==> src/design/hvri_pkg.sv <==
// Shared types, constants and the arctangent table for the heading/velocity integrator.
package hvri_pkg;

    // Sequencer states of the top level
    typedef enum logic [4:0] {
        S_IDLE,
        S_GOAL,
        S_SLEW,
        S_ZHI,
        S_ZLO,
        S_TDIV,
        S_Q0,
        S_Q1,
        S_Q2,
        S_Z,
        S_CSTART,
        S_CWAIT,
        S_SD,
        S_MX,
        S_MY,
        S_PY,
        S_DONE
    } hvri_state_t;

    // Status of the rotation unit
    typedef struct packed {
        logic busy;
        logic done;
    } hvri_cordic_stat_t;

    // Register indexes on the configuration channel
    localparam logic [1:0] CFG_ACCEL_RATE     = 2'd0;
    localparam logic [1:0] CFG_VELOCITY_LIMIT = 2'd1;

    localparam logic [14:0] ACCEL_RESET  = 15'd51;
    localparam logic [14:0] VLIMIT_RESET = 15'd25600;

    // Heading in 1/64 degree
    localparam logic signed [16:0] QUARTER_TURN = 17'sd5760;
    localparam logic signed [16:0] HALF_TURN    = 17'sd11520;
    localparam logic signed [16:0] FULL_TURN    = 17'sd23040;

    // Angle to Q2.30 radians: pi*2^30 = 11520*Z_COEF_HI + Z_COEF_LO
    localparam logic [18:0] Z_COEF_HI = 19'd292817;
    localparam logic [12:0] Z_COEF_LO = 13'd7586;
    localparam logic [25:0] Z_ROUND   = 26'd5760;
    // x/45 ~ (x*RECIP_45) >> 24, low by at most one
    localparam logic [18:0] RECIP_45  = 19'd372827;
    localparam logic [5:0]  DIV_45    = 6'd45;

    // Start vector: 1/K in Q2.30
    localparam logic signed [32:0] CORDIC_GAIN = 33'sd652032874;

    // atan(2^-i) in Q2.30, truncated
    function automatic logic [29:0] atan_q30(input logic [4:0] idx);
        logic [29:0] v;
        case (idx)
            5'd0:    v = 30'h3243F6A8;
            5'd1:    v = 30'h1DAC6705;
            5'd2:    v = 30'h0FADBAFC;
            5'd3:    v = 30'h07F56EA6;
            5'd4:    v = 30'h03FEAB76;
            5'd5:    v = 30'h01FFD55B;
            5'd6:    v = 30'h00FFFAAA;
            5'd7:    v = 30'h007FFF55;
            5'd8:    v = 30'h003FFFEA;
            5'd9:    v = 30'h001FFFFD;
            5'd10:   v = 30'h000FFFFF;
            5'd11:   v = 30'h0007FFFF;
            5'd12:   v = 30'h0003FFFF;
            5'd13:   v = 30'h0001FFFF;
            5'd14:   v = 30'h0000FFFF;
            5'd15:   v = 30'h00007FFF;
            5'd16:   v = 30'h00003FFF;
            5'd17:   v = 30'h00001FFF;
            5'd18:   v = 30'h00000FFF;
            5'd19:   v = 30'h000007FF;
            5'd20:   v = 30'h000003FF;
            5'd21:   v = 30'h000001FF;
            5'd22:   v = 30'h000000FF;
            5'd23:   v = 30'h0000007F;
            default: v = 30'h0;
        endcase
        return v;
    endfunction

endpackage

==> src/design/hvri_cordic.sv <==
// Iterative rotation-mode CORDIC: one micro-rotation per clock.
module hvri_cordic
    import hvri_pkg::*;
#(
    parameter int STEPS = 16
) (
    input  logic                     aclk,
    input  logic                     aresetn,
    input  logic                     start,
    input  logic signed [32:0]       z_in,
    output hvri_cordic_stat_t        stat,
    output logic signed [32:0]       x_out,
    output logic signed [32:0]       y_out
);

    localparam int ITER_W = (STEPS > 1) ? $clog2(STEPS) : 1;
    localparam logic [ITER_W-1:0] LAST_ITER = ITER_W'(STEPS - 1);

    logic signed [32:0] x_reg, y_reg, z_reg;
    logic signed [32:0] x_next, y_next, z_next;
    logic signed [32:0] x_sh, y_sh, ang;
    logic [ITER_W-1:0]  iter_reg;
    logic               busy_reg, done_reg;

    // shared barrel shift, floor semantics
    assign x_sh = x_reg >>> iter_reg;
    assign y_sh = y_reg >>> iter_reg;
    assign ang  = $signed({3'b000, atan_q30(5'(iter_reg))});

    always_comb begin
        if (!z_reg[32]) begin
            x_next = x_reg - y_sh;
            y_next = y_reg + x_sh;
            z_next = z_reg - ang;
        end else begin
            x_next = x_reg + y_sh;
            y_next = y_reg - x_sh;
            z_next = z_reg + ang;
        end
    end

    always_ff @(posedge aclk) begin
        if (!aresetn) begin
            busy_reg <= 1'b0;
            done_reg <= 1'b0;
            iter_reg <= '0;
        end else if (start) begin
            busy_reg <= 1'b1;
            done_reg <= 1'b0;
            iter_reg <= '0;
        end else if (busy_reg) begin
            iter_reg <= iter_reg + 1'b1;
            if (iter_reg == LAST_ITER) begin
                busy_reg <= 1'b0;
                done_reg <= 1'b1;
            end
        end
    end

    always_ff @(posedge aclk) begin
        if (start) begin
            x_reg <= CORDIC_GAIN;
            y_reg <= '0;
            z_reg <= z_in;
        end else if (busy_reg) begin
            x_reg <= x_next;
            y_reg <= y_next;
            z_reg <= z_next;
        end
    end

    assign stat.busy = busy_reg;
    assign stat.done = done_reg;
    assign x_out     = x_reg;
    assign y_out     = y_reg;

endmodule

==> config.mk <==
export PLATFORM = sky130hd
export DESIGN_NAME = hvri_cordic
export DESIGN_NICKNAME = d
export VERILOG_FILES = /design/src/design/hvri_pkg.sv /design/src/design/hvri_cordic.sv
export SDC_FILE = /design/constraint.sdc
export NUM_CORES = 1
export LEC_CHECK = 0
export ABC_AREA = 1
export BUFFER_PORTS_ARGS = -buffer_cell sky130_fd_sc_hd__buf_2
export CORE_MARGIN = 2
export CORE_UTILIZATION = 46
export CTS_BUF_LIST = sky130_fd_sc_hd__clkbuf_8 sky130_fd_sc_hd__clkbuf_16
export CTS_CLUSTER_DIAMETER = 50
export DETAILED_ROUTE_END_ITERATION = 10
export REMOVE_ABC_BUFFERS = 1
export SETUP_SLACK_MARGIN = 0.05
export SYNTH_ARGS = -nofsm -noshare
export SYNTH_HDL_FRONTEND = slang
export SYNTH_SLANG_ARGS = --single-unit
==> constraint.sdc <==
create_clock -name aclk -period 4.7 [get_ports aclk]
set_clock_uncertainty 0.1 [all_clocks]
set_input_delay 0.235 -clock aclk [delete_from_list [all_inputs] [get_ports aclk]]
set_output_delay 0.235 -clock aclk [all_outputs]
set_load 0.01 [all_outputs]
==> results.txt <==
status -> finished clean
nets@finish -> 2853
vias in the first global route -> 16200
DRC -> 0
Initial Util -> 46.4%
worst hold-check path type -> in -> reg
Fmax achieved -> 230 MHz
Crit. End Element -> flop
I/O Buffers -> 103
Worst R2R Setup Slack -> 0.36 ns
synth top area cells -> nand2_1, dfxtp_1, nand3_1, ha_1, nor2_1
count of cell types in the netlist -> 56
final count of hold timing violations -> 0
Gate Count Post-Synth -> 2593
hold path depth -> 3
max_slew headroom -> 41.5%
Main synth FF type -> dfxtp_1
Commonest cells post-synth -> nand2_1, nand3_1, nor2_1
RSZ-0062 raised after global routing -> true
Cells after DPL -> 3097
CP required -> 4.99 ns
Initial DRT Pass Iterations -> 6
Area Overhead vs Synth -> 14.7%
gr ovfl total -> 0
H-tree levels -> 4
GPL Wtd Cong -> 0.936
clk buf depth -> 2
dpl hpwl -> 41900 microns
worst-path fanout max -> 25
Critical R2R Launch -> iter_reg[0]
Die Span X -> 187 microns
CTS Root Cell -> clkbuf_16
worst hold endpoint -> z_reg[29]
fin crit share -> 92.4%
vias -> 17200
crit path kind -> reg -> reg
CTS Sinks -> 134
cts bufs inserted -> 17
FILL cells -> 3610
CTS tree -> yes
clock-pin slew on the worst setup and hold paths -> 0.07 ns
setup violators final -> 0
n_diodes -> 0
Peak VDD IR -> 0.274 mV
initial antenna violation count -> 0
Lkg Pwr -> 8.90 nW
ANT nets after route -> 0
PD cells -> 609 nW/um^2
FF+latch count, synth -> 134
Final Max Tran Viols -> 0
Async SR Flop Fraction -> 0%
final worst setup slack -> 0.355 ns
Mapped Area -> 15500 sq um
vias per inst -> 5.45
hold_sp -> z_in[29]
Yosys top cell area share -> 18.3%
Rows -> 67
pre-CTS setup slack -> 0.0263 ns
initial DRC count -> 1163
Finished Layout Cells -> 3166
register area share after synthesis -> 19.5%
max_cap viols -> 0
Vert. Die Dim -> 187 microns
EDFF count, synth -> 33
top-count cell post-synth -> nand2_1
Critical Path AT -> 4.64 ns
I/O Pins -> 104
startpoint types -> flop
share of layout cells above drive strength 1 -> 11.3%
DRT Wirelength -> 54000 microns
Worst-Margin Slew -> 0.875 ns
global-route wire length before repair -> 85000 microns
core footprint -> 33400 sq um
wire per inst -> 17.0 microns
syn avg cell area -> 5.97 sq um
Final Critical Period -> 4.34 ns
worst skew pair latency -> 0.45 ns
GRT Total Usage -> 30.2%
R2R Path End -> x_out[32]
Syn. warnings -> 0
die area -> 35200 sq um
largest net degree at the start of global routing -> 64
area leader, netlist -> nand2_1
FF-to-FF path depth -> 27
-- layer usage --
metal / global-route usage (%) / vias up / wire, microns / part of all wire [%]
li1: - / 8842 / - / -
met1: 36.7 / 7840 / 23100 / 43
met2: 54.8 / 469 / 26900 / 50
met3: 3.56 / 89 / 2320 / 4.3
met4: 10.8 / 0 / 1630 / 3.0
met5: 0 / - / 0 / 0
-- cells by family after synthesis --
| family | share of synthesized area [%] |
|---|---|
| adder cells (fa/ha/maj) | 9.19 |
| AND/OR/NAND/NOR | 40.0 |
| flip-flops | 19.5 |
| buffers and inverters | 9.27 |
| XOR/XNOR | 6.39 |
| AO/OA/AOI/OAI | 15.6 |
-- report_power, final --
group	internal, mW	total (mW)	leakage [nW]	switching (mW)
clock	0.751	1.40	0.290	0.646
combinational	2.77	7.58	7.44	4.81
sequential	1.49	1.84	1.17	0.358
total	5.01	10.8	8.90	5.81
-- through the flow --
stage | TNS, ns | util [%] | power, mW | instance area [sq um] | hold WS [ns]
global route | -0.0277 | 53.2 | 11.9 | 17800 | 0.0224
finish | 0 | 53.2 | 10.8 | 17800 | 0.0124
global placement | 0 | 49.3 | 9.02 | 16500 | 0.398
detailed placement | 0 | 49.3 | 9.06 | 16500 | 0.410
floorplan | -38.47 | - | 7.06 | 15000 | 0.231
CTS | 0 | 52.0 | 10.5 | 17400 | 0.000551
-- critical path: stages (launching register included) --
cell      delay (ns)
dfxtp_4         0.38
buf_6           0.17
buf_6           0.18
nand2_1         0.09
nand3_1         0.10
nand3_1         0.11
nand2_1         0.11
nand2_1         0.11
nand2_2         0.10
nor2_1          0.11
inv_1           0.06
nor2_1          0.11
nand3_2         0.17
o21ai_1         0.29
o211ai_1        0.15
xor2_1          0.18
ha_1            0.36
a21oi_1         0.28
nand2_1         0.11
a21oi_1         0.27
o211ai_1        0.12
a21oi_1         0.22
inv_1           0.07
nand2_1         0.08
nand3_1         0.06
nand2_1         0.08
inv_1           0.04
nor2_1          0.08
-- final cells by class --
class | instances | area (sq um) | share of cell area [%]
repair buffers | 188 | 1330 | 7.48
clock inverters | 15 | 158 | 0.888
well taps | 448 | 561 | 3.16
flip-flops and latches | 134 | 3020 | 17.0
inverters | 251 | 962 | 5.42
clock buffers | 17 | 425 | 2.40
multi-input cells | 2113 | 11300 | 63.6
-- cell usage in the layout (no fill, tap or decap), types with 14 or more instances in the layout --
cell type / instances
buf_2: 103
buf_4: 46
xor2_1: 73
dlygate4sd3_1: 30
ha_1: 104
or2_2: 33
a21o_1: 15
nor2_1: 257
nand4_1: 20
a31oi_1: 19
inv_1: 238
nor3_1: 31
a21oi_1: 143
nand2_1: 752
edfxtp_1: 33
o211ai_1: 17
clkbuf_16: 18
o21ai_0: 121
dfxtp_1: 97
nor2_2: 14
xnor2_1: 40
nand3_1: 326
o21ai_1: 20
-- how the worst max path moves through the flow --
stage	from	to	slack (ns)	cells after the start
final	iter_reg[0]	x_out[32]	0.36	27
after global routing	iter_reg[0]	y_out[32]	-0.02	30
after CTS	iter_reg[1]	y_out[32]	0.05	27
after detailed placement	iter_reg[0]	x_out[25]	0.03	28
after global placement	iter_reg[0]	x_out[25]	0.06	28
after floorplan	iter_reg[0]	y_out[32]	-1.14	28
-- what timing repair did --
action	4_1_cts	5_1_grt
endpoints found under the setup margin	5	28
gates resized for setup	2	94
gates cloned	0	1
endpoints found under the hold margin	30	0
hold buffers	30	0
pin swaps	0	13
setup buffers	0	6
Note: power is estimated with default switching activity, not from simulation.
